===== config.mk =====
export PLATFORM = sky130hd
export DESIGN_NAME = psc_isqrt
export DESIGN_NICKNAME = d
export VERILOG_FILES = /design/src/rtl/psc_pkg.sv /design/src/rtl/psc_isqrt.sv
export SDC_FILE = /design/constraint.sdc
export NUM_CORES = 1
export LEC_CHECK = 0
export BUFFER_PORTS_ARGS = -buffer_cell sky130_fd_sc_hd__buf_2
export CAP_MARGIN = 40
export CORE_UTILIZATION = 25
export DETAILED_ROUTE_END_ITERATION = 10
export HOLD_SLACK_MARGIN = 0.15
export PLACE_DENSITY_LB_ADDON = 0.12
export RECOVER_POWER = 25
export SKIP_LAST_GASP = 1
export SYNTH_ARGS = -nofsm -noshare
export SYNTH_HDL_FRONTEND = slang
export SYNTH_SLANG_ARGS = --single-unit

===== constraint.sdc =====
create_clock -name clk -period 15.9 [get_ports clk]
set_clock_uncertainty 0.1 [all_clocks]
set_input_delay 0.795 -clock clk [delete_from_list [all_inputs] [get_ports clk]]
set_output_delay 0.795 -clock clk [all_outputs]
set_load 0.01 [all_outputs]

===== src/rtl/psc_pkg.sv =====
// Package with the constants and types of the prime square counter.
`default_nettype none
package psc_pkg;
	localparam int unsigned SIEVE_LIMIT_DEF = 1048576;
	localparam int unsigned IN_W = 41;
	localparam int unsigned OUT_W = 17;
	localparam int unsigned SQ_W = 43;
	localparam int unsigned ROOT_W = 22;

	typedef enum logic [3:0] {
		ST_IDLE,
		ST_CLR,
		ST_SCAN_RD,
		ST_SCAN_CHK,
		ST_MARK,
		ST_CNT_RD,
		ST_CNT_WR,
		ST_SQ_START,
		ST_SQ_WAIT,
		ST_LOOK_N,
		ST_LOOK_K,
		ST_FIN
	} psc_state_t;
endpackage
`default_nettype wire


===== src/rtl/psc_isqrt.sv =====
// Integer square root, one radix-4 digit per cycle.
`default_nettype none
module psc_isqrt (
	input  wire logic                        clk,
	input  wire logic                        arst_n,
	input  wire logic                        start,
	input  wire logic [psc_pkg::IN_W-1:0]    value,
	output logic                             done,
	output logic [psc_pkg::ROOT_W-1:0]       root
);
	import psc_pkg::*;

	logic [SQ_W-1:0] v_q;
	logic [SQ_W-1:0] root_q;
	logic [SQ_W-1:0] bit_q;
	logic            run_q;
	logic            done_q;
	logic [SQ_W-1:0] trial;

	assign trial = root_q + bit_q;

	always_ff @(posedge clk or negedge arst_n) begin
		if (!arst_n) begin
			run_q  <= 1'b0;
			done_q <= 1'b0;
		end else begin
			done_q <= 1'b0;
			if (start) begin
				run_q <= 1'b1;
			end else if (run_q && bit_q[0]) begin
				run_q  <= 1'b0;
				done_q <= 1'b1;
			end
		end
	end

	always_ff @(posedge clk) begin
		if (start) begin
			v_q    <= SQ_W'(value);
			root_q <= '0;
			bit_q  <= SQ_W'(1) << (SQ_W - 1);
		end else if (run_q) begin
			if (v_q >= trial) begin
				v_q    <= v_q - trial;
				root_q <= (root_q >> 1) + bit_q;
			end else begin
				root_q <= root_q >> 1;
			end
			bit_q <= bit_q >> 2;
		end
	end

	assign done = done_q;
	assign root = root_q[ROOT_W-1:0];
endmodule
`default_nettype wire


==> results of run 1 <==
-- where the power goes --
part           internal, mW  leakage [nW]  total, mW  switching, mW
sequential            0.400         0.984      0.456         0.0558
combinational         0.433          3.19       1.16          0.725
clock                 0.107         0.136      0.232          0.124
total                 0.941          4.31       1.85          0.905
-- kinds of logic after synthesis --
kind of cell / Yosys count
XOR/XNOR: 100
buffers and inverters: 99
flip-flops: 110
AO/OA/AOI/OAI: 412
AND/OR/NAND/NOR: 385
multiplexers: 32
adder cells (fa/ha/maj): 88
-- final timing paths --
path / end / start / depth (start not counted) / slack, ns
max reg2reg: v_q[39]$_DFFE_PP_ / root_q[28]$_SDFFE_PP0P_ / 19 / 9.57
min reg2reg: v_q[41]$_SDFFE_PP0P_ / v_q[41]$_SDFFE_PP0P_ / 2 / 0.40
min in group asynchronous: run_q$_DFFE_PN0P_ / arst_n / 2 / 0.64
max: root_q[2]$_SDFFE_PP0P_ / start / 6 / 8.97
min: v_q[41]$_SDFFE_PP0P_ / v_q[41]$_SDFFE_PP0P_ / 2 / 0.40
max in group asynchronous: run_q$_DFFE_PN0P_ / arst_n / 2 / 14.92
-- metrics by stage --
step | std cells | cell area [um^2] | util, % | hold slack, ns | worst slack [ns]
global route | 1757 | 10800 | 27.80 | 0.4283 | 8.325
detailed placement | 1740 | 10560 | 27.20 | 0.3957 | 9.594
floorplan | 1226 | 9910 | - | 0.3539 | 8.203
global placement | 1738 | 10550 | 27.17 | 0.3941 | 9.492
finish | 1757 | 10800 | 27.80 | 0.4005 | 8.973
CTS | 1757 | 10840 | 27.92 | 0.4092 | 9.543
-- synth_stat cells (18+ instances only) --
master	n	share of area (%)
nand2_1	135	5.1
nor2_1	101	3.8
a21oi_1	100	5.1
o21ai_0	92	4.6
ha_1	87	11
dfxtp_1	67	14
xor2_1	61	5.4
edfxtp_1	41	12
clkbuf_1	40	1.5
xnor2_1	39	3.4
nand3_1	38	1.9
a21o_1	35	2.7
a31oi_1	33	2.1
a211oi_1	29	2.2
mux2i_1	29	2.9
buf_4	26	2.0
nand4_1	21	1.3
and3_1	20	1.3
inv_1	18	0.68
-- worst register-to-register path, stage by stage (launching register included) --
cell and delay (ns):
dfxtp_1 0.39, ha_1 0.38, nand2_1 0.10, nor4_1 0.80, nand3_1 0.13, o21ai_0 0.53
o21a_1 0.26, and3_1 0.18, o21ai_0 0.09, xor2_1 0.17, ha_1 0.37, nand4_1 0.26
nor4_1 0.34, nand3b_1 0.13, o41ai_2 0.26, or2_2 0.35, nor2_2 0.19, buf_4 0.26
o21ai_4 0.13, buf_4 0.49
-- cell type report --
cell class / instances / area share [%]
multi-input combinational: 1017 / 63.04
sequential: 110 / 24.33
tap: 518 / 6.004
timing repair buffer: 78 / 3.500
clock buffer: 9 / 2.086
inverter: 18 / 0.6259
clock inverter: 7 / 0.4172
-- timing repair --
action / CTS / global route
hold endpoints to repair: 2 / 0
setup endpoints to repair: 0 / 0
setup buffers: 0 / 0
hold buffers: 1 / 0
-- routing by layer --
layer  wire (um)  vias to the layer above  track usage [%]
met2       15570                      136            27.83
met3         778                       15            2.008
li1            -                     4579                -
met4         370                        0            3.353
met5           0                        -                0
met1       16190                     4376            21.99
-- flip-flops by register name, indices dropped and copies added (netlist names) --
name / flops
root_q: 43
run_q: 1
v_q: 43
done: 1
bit_q: 22
==> metrics.cfg, run 1 <==
[sta]
fin_crit_ns=6.927
hold_viol_final=0
tns_ns=0
maxSlewViolCount=153
fin_crit_sh_pct=43.56
setup_viol=0
fmax_mhz=144.4
slew_headroom_pct=-79.47
grt_setup_unrepaired=false
tightest_slew_ns=2.692

[placed_design]
globalplace.congestion=0.8431
dp_hpwl_mm=25.32
portBuffers=66

[setup_path]
critPathBufInv=3
cp_max_fo=58
worstSetupPathType=in2reg
endpoint_kind=register
crit_top_cell=clkbuf_1
required_ns=16.06
cp_cell_sequence=clkbuf_1 -> clkbuf_1 -> clkbuf_1 -> nor2_1 -> and3_1 -> a311o_1
start_kind=primary input
critical-path-top-delay-family=buffers and inverters
crit_path_top_delay_cell=clkbuf_1
crit_path_max_incr_delay_ns=2.00
worst_ep_arrival_time_ns=7.09

[drt]
detail_route.wl_per_cell_um=18.73
antenna_left=0
drt_pass1_iterations=5
routed_wl_mm=32.92
drc_errors=0
vias_per_cell=5.183
vias=9106
drt_iter0_markers=456

[layout]
final_common_cell=nand2_1
drive_gt1_share_pct=7.587
multiInputGateArea_um2=6805
final_cell_mix=nand2_1 (135), nor2_1 (101), a21oi_1 (100)
syn_to_final_growth_pct=8.940
fin_nets=1366
fillers=4274
ff_latch_area_um2=2626
diodes=0

[floorplan]
start_util_pct=25.52
io_pins=67
fp.dieW_um=201.1
die_area_um2=40440
die_y_um=201.1
rows=72
fp.coreArea_um2=38830

[logic_synthesis]
async_flop_share_pct=1.818
synth_top_family_by_area=compound AO/OA/AOI/OAI gates
yosys.area_share.adder_pct=11.19
muxShareOfSynthArea_pct=3.270
yosysSeqAreaShare_pct=26.46
synth_edf_count=41
synth-compound-area-share_pct=27.26
synth_cells=1226
syn_avg_cell_area_um2=8.083
synth-xor-area-share_pct=8.838
synth_nets=1358
synth_warnings=0
synth.distinct_cells=77
synth_top_flop_cell=dfxtp_1
synth_area_um2=9910
ys_ff_latch=110
synthSimpleGateAreaFrac_pct=18.01

[clock_tree]
path_clk_slew_ns=0.08
cts_tree=built
cts_resized=0
root_buffer=clkbuf_16
insertion_delay_ns=0.38
cts_buffer_depth=2
h-tree-depth=3
clkSinkCount=110
cts_buffers=9

[power_and_ir_drop]
static-leakage-power_nw=4.308
powerDensity_nw_per_um2=171.0
ir_worst_vdd_uv=75.10
finalPower_mw=1.846

[global_routing]
grt_usage_pct=16.33
grt.overflow.total=0
grt_pass1_wl_mm=51.69
antenna_found_initial=0
grt_pass1_vias=8968
grt_max_degree=73

[worst_hold_path]
hp-class=reg2reg

[status]
outcome=finished with violations
violations=capacitance limit, slew limit

[job]
cap_violations=3

Power figures use the tool's default switching activity.
==> inputs of run 2 (changes only) <==
==> constraint.sdc (replaced) <==
create_clock -name clk -period 6.3 [get_ports clk]
set_clock_uncertainty 0.1 [all_clocks]
set_input_delay 0.315 -clock clk [delete_from_list [all_inputs] [get_ports clk]]
set_output_delay 0.315 -clock clk [all_outputs]
set_load 0.01 [all_outputs]
==> run 2 against run 1 <==
Effect of this change: the run still ends with capacitance limit, slew limit left; critical path depth increased by 15; register-to-register slack got worse by 9.1 ns; worst hold slack got worse by 0.23 ns; clock-buffer cell count increased by 3; sequential power increased to 2.5 times the previous value; sequential cell count unchanged; critical path type is now reg2reg; critical endpoint is now v_q[37]$_DFFE_PP_.
==> metrics.cfg, run 2 (same netlist as run 1, synthesis figures left out) <==
[global_routing]
grt_usage_pct=16.70  ; +0.36 points
grt_max_degree=63  ; -14%
antenna_found_initial=0  ; unchanged
grt_pass1_wl_mm=52.73  ; +2.0%
grt.overflow.total=0  ; unchanged
grt_pass1_vias=9050  ; +0.91%

[sta]
fmax_mhz=172.8
tightest_slew_ns=2.354  ; -0.3377 ns
slew_headroom_pct=-56.96  ; +23 points
maxSlewViolCount=164  ; +7.2%
timing.hold.ws_ns=0.1697  ; -0.2309 ns
fin_crit_sh_pct=91.88
setup_viol=0  ; unchanged
tns_ns=0  ; unchanged
grt_setup_unrepaired=false
hold_viol_final=0  ; unchanged
fin_crit_ns=5.788

[drt]
detail_route.wl_per_cell_um=18.71  ; -0.11%
drt_pass1_iterations=5  ; unchanged
drt_iter0_markers=563  ; +23%
antenna_left=0  ; unchanged
drc_errors=0  ; unchanged
routed_wl_mm=33.80  ; +2.7%
vias=9365  ; +2.8%
vias_per_cell=5.185  ; about the same

[clock_tree]
h-tree-depth=3  ; unchanged
cts_buffer_depth=2  ; unchanged
cts_buffers=9  ; unchanged
path_clk_slew_ns=0.09  ; about the same
root_buffer=clkbuf_16
cts_tree=built
insertion_delay_ns=0.39  ; about the same
clkSinkCount=110  ; unchanged

[setup_path]
critical-path-top-delay-family=compound AO/OA/AOI/OAI gates
endpoint_kind=register
worst_ep_arrival_time_ns=5.75  ; -1.34 ns
crit_path_max_incr_delay_ns=0.57  ; -1.43 ns
cp_cell_sequence=ha_1 -> a21oi_1 -> a21oi_1 -> a31oi_1 -> o21ba_2 -> o21ai_0 -> buf_4 -> a211o_1 -> a31o_2 -> a31oi_1 -> xor2_1 -> ha_1 -> nand4_1 -> nor4_1 -> nand3b_1 -> o41ai_2 -> or2_2 -> nor2_2 -> buf_4 -> o21ai_4 -> buf_12
crit_path_top_delay_cell=dfxtp_1
r2r_slack_ns=0.51  ; -9.06 ns
critPathBufInv=3  ; unchanged
worstSetupPathType=reg2reg
start_kind=register
required_ns=6.27  ; -9.79 ns
cp_max_fo=41  ; -29%

[layout]
final_common_cell=nand2_1
final_cell_mix=nand2_1 (135), nor2_1 (101), a21oi_1 (100)
fin_nets=1415  ; +3.6%
reg_top3=root_q (43), v_q (43), bit_q (22)
diodes=0  ; unchanged
fillers=4193  ; -1.9%
syn_to_final_growth_pct=13.91
drive_gt1_share_pct=8.152  ; +0.57 points
utilization_pct=29.07  ; +1.3 points

[power_and_ir_drop]
static-leakage-power_nw=4.537  ; +5.3%
ir_worst_vdd_uv=192.9  ; +160%
powerDensity_nw_per_um2=421.3  ; +150%
finalPower_mw=4.755  ; +160%

[worst_hold_path]
hp-class=in2reg

[placed_design]
dp_hpwl_mm=25.61  ; +1.2%
portBuffers=66  ; unchanged
globalplace.congestion=0.8621  ; +2.3%

[floorplan]
fp.dieW_um=201.1  ; unchanged
die_area_um2=40440  ; unchanged
start_util_pct=25.52  ; unchanged
die_y_um=201.1  ; unchanged
io_pins=67  ; unchanged
fp.coreArea_um2=38830  ; unchanged
rows=72  ; unchanged

[job]
cap_violations=3  ; unchanged

[status]
violations=capacitance limit, slew limit
outcome=finished with violations

[run 2: cell count changes in the layout (fill, tap and decap cells not counted), sizes merged]
cell	before	now
clkbuf	37	38
dlygate4sd3	1	41
inv	22	21
buf	49	60
clkinv	3	1
[run 2: path summary, 6_finish.rpt]
kind | startpoint | endpoint | depth (start not counted)
min reg2reg | v_q[41]$_SDFFE_PP0P_ | v_q[41]$_SDFFE_PP0P_ | 2
max | root_q[6]$_SDFFE_PP0P_ | v_q[37]$_DFFE_PP_ | 21
min in group asynchronous | arst_n | run_q$_DFFE_PN0P_ | 3
max in group asynchronous | arst_n | done$_DFF_PN0_ | 3
max reg2reg | root_q[6]$_SDFFE_PP0P_ | v_q[37]$_DFFE_PP_ | 21
min | value[24] | v_q[24]$_DFFE_PP_ | 3
[run 2: area by class of cell]
| class | instances | area, um^2 | area share, % |
|---|---|---|---|
| Clock buffer | 12 | 246.5 | 2.184 |
| Clock inverter | 4 | 28.78 | 0.2549 |
| Inverter | 18 | 67.56 | 0.5985 |
| Multi-Input combinational cell | 1017 | 6812 | 60.34 |
| Sequential cell | 110 | 2623 | 23.23 |
| Tap cell | 518 | 648.1 | 5.742 |
| Timing Repair Buffer | 127 | 863.3 | 7.648 |
[run 2: per-stage QoR]
step                      setup slack, ns  std cells  area [um^2]
after floorplan                    0.5041       1226         9913
after global routing              0.01216       1806        11290
after CTS                          0.3686       1806        11330
after detailed placement           0.4093       1749        10640
after global placement             0.4793       1749        10640
final                              0.5115       1806        11290
[run 2: repair_timing]
action,4_1_cts,5_1_grt
buffers inserted,0,0
endpoints found under the setup margin,0,49
hold endpoints to repair,41,0
hold buffers,41,0
resized for setup,0,2
[run 2: routing by layer]
| layer | GRT usage, % | wire length (um) | vias to the layer above |
|---|---|---|---|
| met5 | 0 | 0 | - |
| met4 | 3.762 | 400 | 0 |
| met3 | 3.110 | 1097 | 22 |
| met2 | 27.87 | 15780 | 167 |
| met1 | 22.18 | 16530 | 4499 |
| li1 | - | - | 4677 |
[run 2: power breakdown]
part	leakage, nW	total, mW	switching (mW)	internal [mW]
clock	0.138	0.604	0.320	0.284
sequential	0.984	1.15	0.138	1.01
combinational	3.41	3.01	1.85	1.15
total	4.54	4.76	2.31	2.44
[run 2: tightest hold or removal path, stage by stage]
cell     delay, ns
buf_2         0.08
nand2_1       0.08
nand2_1       0.06
==> inputs of run 3 (changes only) <==
--- a/config.mk
+++ b/config.mk
@@ -5,7 +5,8 @@
 export SDC_FILE = /design/constraint.sdc
 export NUM_CORES = 1
 export LEC_CHECK = 0
-export BUFFER_PORTS_ARGS = -buffer_cell sky130_fd_sc_hd__buf_2
+export ABC_AREA = 1
+export BUFFER_PORTS_ARGS = -buffer_cell sky130_fd_sc_hd__buf_4
 export CAP_MARGIN = 40
 export CORE_UTILIZATION = 25
 export DETAILED_ROUTE_END_ITERATION = 10
==> run 3 against run 2 <==
Effect of this change: largest cell class unchanged; fmax is 1.6% lower; worst setup slack worse by 0.095 ns; core utilization decreased by 0.13 points; largest power group unchanged; combinational power grew 38%; sequential cell count did not move; the run still ends with capacitance limit, slew limit left; critical endpoint is now v_q[35]$_DFFE_PP_; first-iteration DRC count is 120% higher; sequential power up 13%; worst hold slack worse by 0.012 ns; sequential share of layout area down 4.9 points; via count increased by 47%; cell count up 59%.
==> metrics.cfg, run 3 <==
[drt]
vias=13770  ; +47%
routed_wl_mm=51.79  ; +53%
drc_errors=0  ; unchanged
drt_iter0_markers=1248  ; +120%
antenna_left=0  ; unchanged
vias_per_cell=4.789  ; -7.6%
drt_pass1_iterations=7  ; +2
detail_route.wl_per_cell_um=18.01  ; -3.8%

[layout]
final_cell_mix=nand2_1 (714), inv_1 (258), nor2_1 (233)
multiInputGateArea_um2=8587  ; +26%
fillers=5620  ; +34%
fin_area_um2=14280  ; +27%
final_common_cell=nand2_1
syn_to_final_growth_pct=13.31
final_cells=2876  ; +59%
fin_nets=2339  ; +65%
diodes=0  ; unchanged
drive_gt1_share_pct=5.335  ; -2.8 points
reg_top3=root_q (43), v_q (43), bit_q (22)
ff_latch_area_um2=2624  ; about the same

[sta]
fin_crit_sh_pct=93.38  ; +1.5 points
maxSlewViolCount=157  ; -4.3%
grt_setup_unrepaired=false
tightest_slew_ns=3.107  ; +0.7524 ns
timing.hold.ws_ns=0.1579  ; -0.01180 ns
fin_crit_ns=5.883  ; +0.09468 ns
fmax_mhz=170.0  ; -1.6%
setup_viol=0  ; unchanged
tns_ns=0  ; unchanged
hold_viol_final=0  ; unchanged
layout_setup_ws_ns=0.4169  ; -0.09468 ns
slew_headroom_pct=-107.1  ; -50 points

[setup_path]
cp_max_fo=34  ; -17%
worstReg2RegStart=bit_q[0]$_SDFFE_PP0P_
start_kind=register
regToRegEndpoint=v_q[35]$_DFFE_PP_
worstSetupPathType=reg2reg
required_ns=6.35  ; +0.08 ns
rr_worst_depth=21  ; unchanged
r2r_slack_ns=0.42  ; -0.09 ns
worstSetupEndpoint=v_q[35]$_DFFE_PP_
endpoint_kind=register
startpoint=bit_q[0]$_SDFFE_PP0P_
worst_ep_arrival_time_ns=5.93  ; +0.18 ns

[floorplan]
io_pins=67  ; unchanged
rows=81  ; +13%
start_util_pct=25.54  ; about the same
die_area_um2=51320  ; +27%
die_y_um=226.6  ; +13%
fp.dieW_um=226.6  ; +13%
fp.coreArea_um2=49360  ; +27%

[logic_synthesis]
syn_avg_cell_area_um2=5.866  ; -27%
synth_top_area_share_pct=21.29  ; +7.8 points
synth_nets=2281  ; +68%
yosysMostFrequentCell=nand2_1
synth.distinct_cells=48  ; -38%
synth_edf_count=41  ; unchanged
synth_cells=2149  ; +75%
yosysSeqAreaShare_pct=20.80  ; -5.7 points
synth_area_um2=12610  ; +27%
synthTopCellsByArea=nand2_1 (21%), dfxtp_1 (11%), edfxtp_1 (9.8%)
synth_warnings=0  ; unchanged
synth_common_cells=nand2_1 (715), inv_1 (258), nor2_1 (233)
yosysTopAreaCell=nand2_1
async_flop_share_pct=1.818  ; unchanged
ys_ff_latch=110  ; unchanged
synth_top_flop_cell=dfxtp_1

[clock_tree]
insertion_delay_ns=0.41  ; +0.02 ns
h-tree-depth=3  ; unchanged
cts_buffer_depth=2  ; unchanged
root_buffer=clkbuf_16
clkSinkCount=110  ; unchanged
path_clk_slew_ns=0.09  ; about the same
cts_buffers=9  ; unchanged
cts_tree=built

[power_and_ir_drop]
p_comb_share_pct=68.1  ; +4.9 points
switchingPower_mw=3.350  ; +45%
switching_share_pct=54.83  ; +6.2 points
seq_power_share_pct=21.3  ; -2.8 points
ir_worst_vdd_uv=169.9  ; -12%
internal_power_mw=2.759  ; +13%
clkPwrFrac_pct=10.6  ; -2.1 points
powerDensity_nw_per_um2=427.7  ; +1.5%
static-leakage-power_nw=6.306  ; +39%

[global_routing]
grt_pass1_wl_mm=77.96  ; +48%
grt_usage_pct=20.42  ; +3.7 points
grt_max_degree=63  ; unchanged
antenna_found_initial=0  ; unchanged
grt_pass1_vias=12780  ; +41%
grt.overflow.total=0  ; unchanged

[status]
outcome=finished with violations
violations=capacitance limit, slew limit

[placed_design]
place_ws_ns=0.5015  ; +0.09219 ns
globalplace.congestion=0.9230  ; +7.1%
dp_hpwl_mm=41.69  ; +63%
portBuffers=66  ; unchanged
dp.cells=2818  ; +61%
place_area_um2=13650  ; +28%

[worst_hold_path]
hp-class=in2reg

[job]
cap_violations=3  ; unchanged

run 3: cell count changes after synthesis, moves of 19 or more:
cell | previous run | this run
nand2_1 | 135 | 715
inv_1 | 18 | 258
nand3_1 | 38 | 187
nor2_1 | 101 | 233
a21o_1 | 35 | 5
a211oi_1 | 29 | 0
mux2i_1 | 29 | 0
a31oi_1 | 33 | 5
a21oi_1 | 100 | 126
xor2_1 | 61 | 41
nand3b_1 | 2 | 21
run 3: critical path: stages, from the launching register on:
cell and delay (ns):
dfxtp_1 0.50, ha_1 0.23, ha_1 0.19, nand2_1 0.07, a21oi_2 0.39, nand3_1 0.12, nand2_1 0.27, a21boi_1 0.19
o21ai_0 0.62, xnor2_1 0.20, ha_1 0.39, nand2_1 0.12, inv_1 0.06, a21oi_1 0.38, nand2_1 0.10, a21oi_1 0.16
nand2_2 0.14, nand2_4 0.41, nand2_8 0.07, nand2_4 0.21, nand2_2 0.33, buf_12 0.30
run 3: how the worst min path moves through the flow:
stage              start                end  slack (ns)  cells after the start
2_1_floorplan     arst_n     done$_DFF_PN0_       -0.08                      0
3_3_place_gp      arst_n     done$_DFF_PN0_       0.005                      1
3_5_place_dp      arst_n     done$_DFF_PN0_       0.006                      1
4_1_cts        value[26]  v_q[26]$_DFFE_PP_        0.16                      3
5_1_grt        value[26]  v_q[26]$_DFFE_PP_        0.17                      3
6_report       value[26]  v_q[26]$_DFFE_PP_        0.16                      3
run 3: power groups by stage:
stage	combinational, mW	clock, mW	sequential [mW]
after global placement	4.16	0	1.33
final	4.16	0.649	1.30
after detailed placement	4.16	0	1.32
after CTS	4.20	0.680	1.31
after floorplan	3.09	0	1.18
after global routing	4.69	0.696	1.33
run 3: routing by layer:
| layer | up-vias | part of all wire (%) | global-route usage (%) |
|---|---|---|---|
| li1 | 7035 | - | - |
| met1 | 6275 | 49 | 28.83 |
| met2 | 424 | 43 | 31.74 |
| met3 | 40 | 6.1 | 3.123 |
| met4 | 0 | 1.8 | 5.972 |
| met5 | - | 0 | 0 |
run 3: what timing repair did:
action | in CTS | in global routing
endpoints found under the hold margin | 42 | 0
setup buffers | 0 | 0
hold buffers | 42 | 0
gates resized for setup | 0 | 0
setup endpoints to repair | 0 | 0
run 3: cell type report:
cell class | instances | area share [%]
well taps | 664 | 5.816
multi-input cells | 1700 | 60.12
repair buffers | 124 | 6.657
inverters | 262 | 6.885
flip-flops and latches | 110 | 18.37
clock buffers | 9 | 1.577
clock inverters | 7 | 0.5781
run 3: cells by family after synthesis:
logic type	synth area share (%)
and+or+nand+nor	41.76
buffers and inverters	11.10
AOI/OAI and AO/OA	12.75
DFF	20.80
adders and majority gates	8.794
xor gates and xnor gates	4.794
run 3: metrics by stage:
| stage | util, % | total power, mW |
|---|---|---|
| 2_1_floorplan | - | 4.278 |
| 3_3_place_gp | 27.66 | 5.491 |
| 3_5_place_dp | 27.66 | 5.489 |
| 4_1_cts | 29.14 | 6.196 |
| 5_1_grt | 28.94 | 6.721 |
| 6_report | 28.94 | 6.109 |
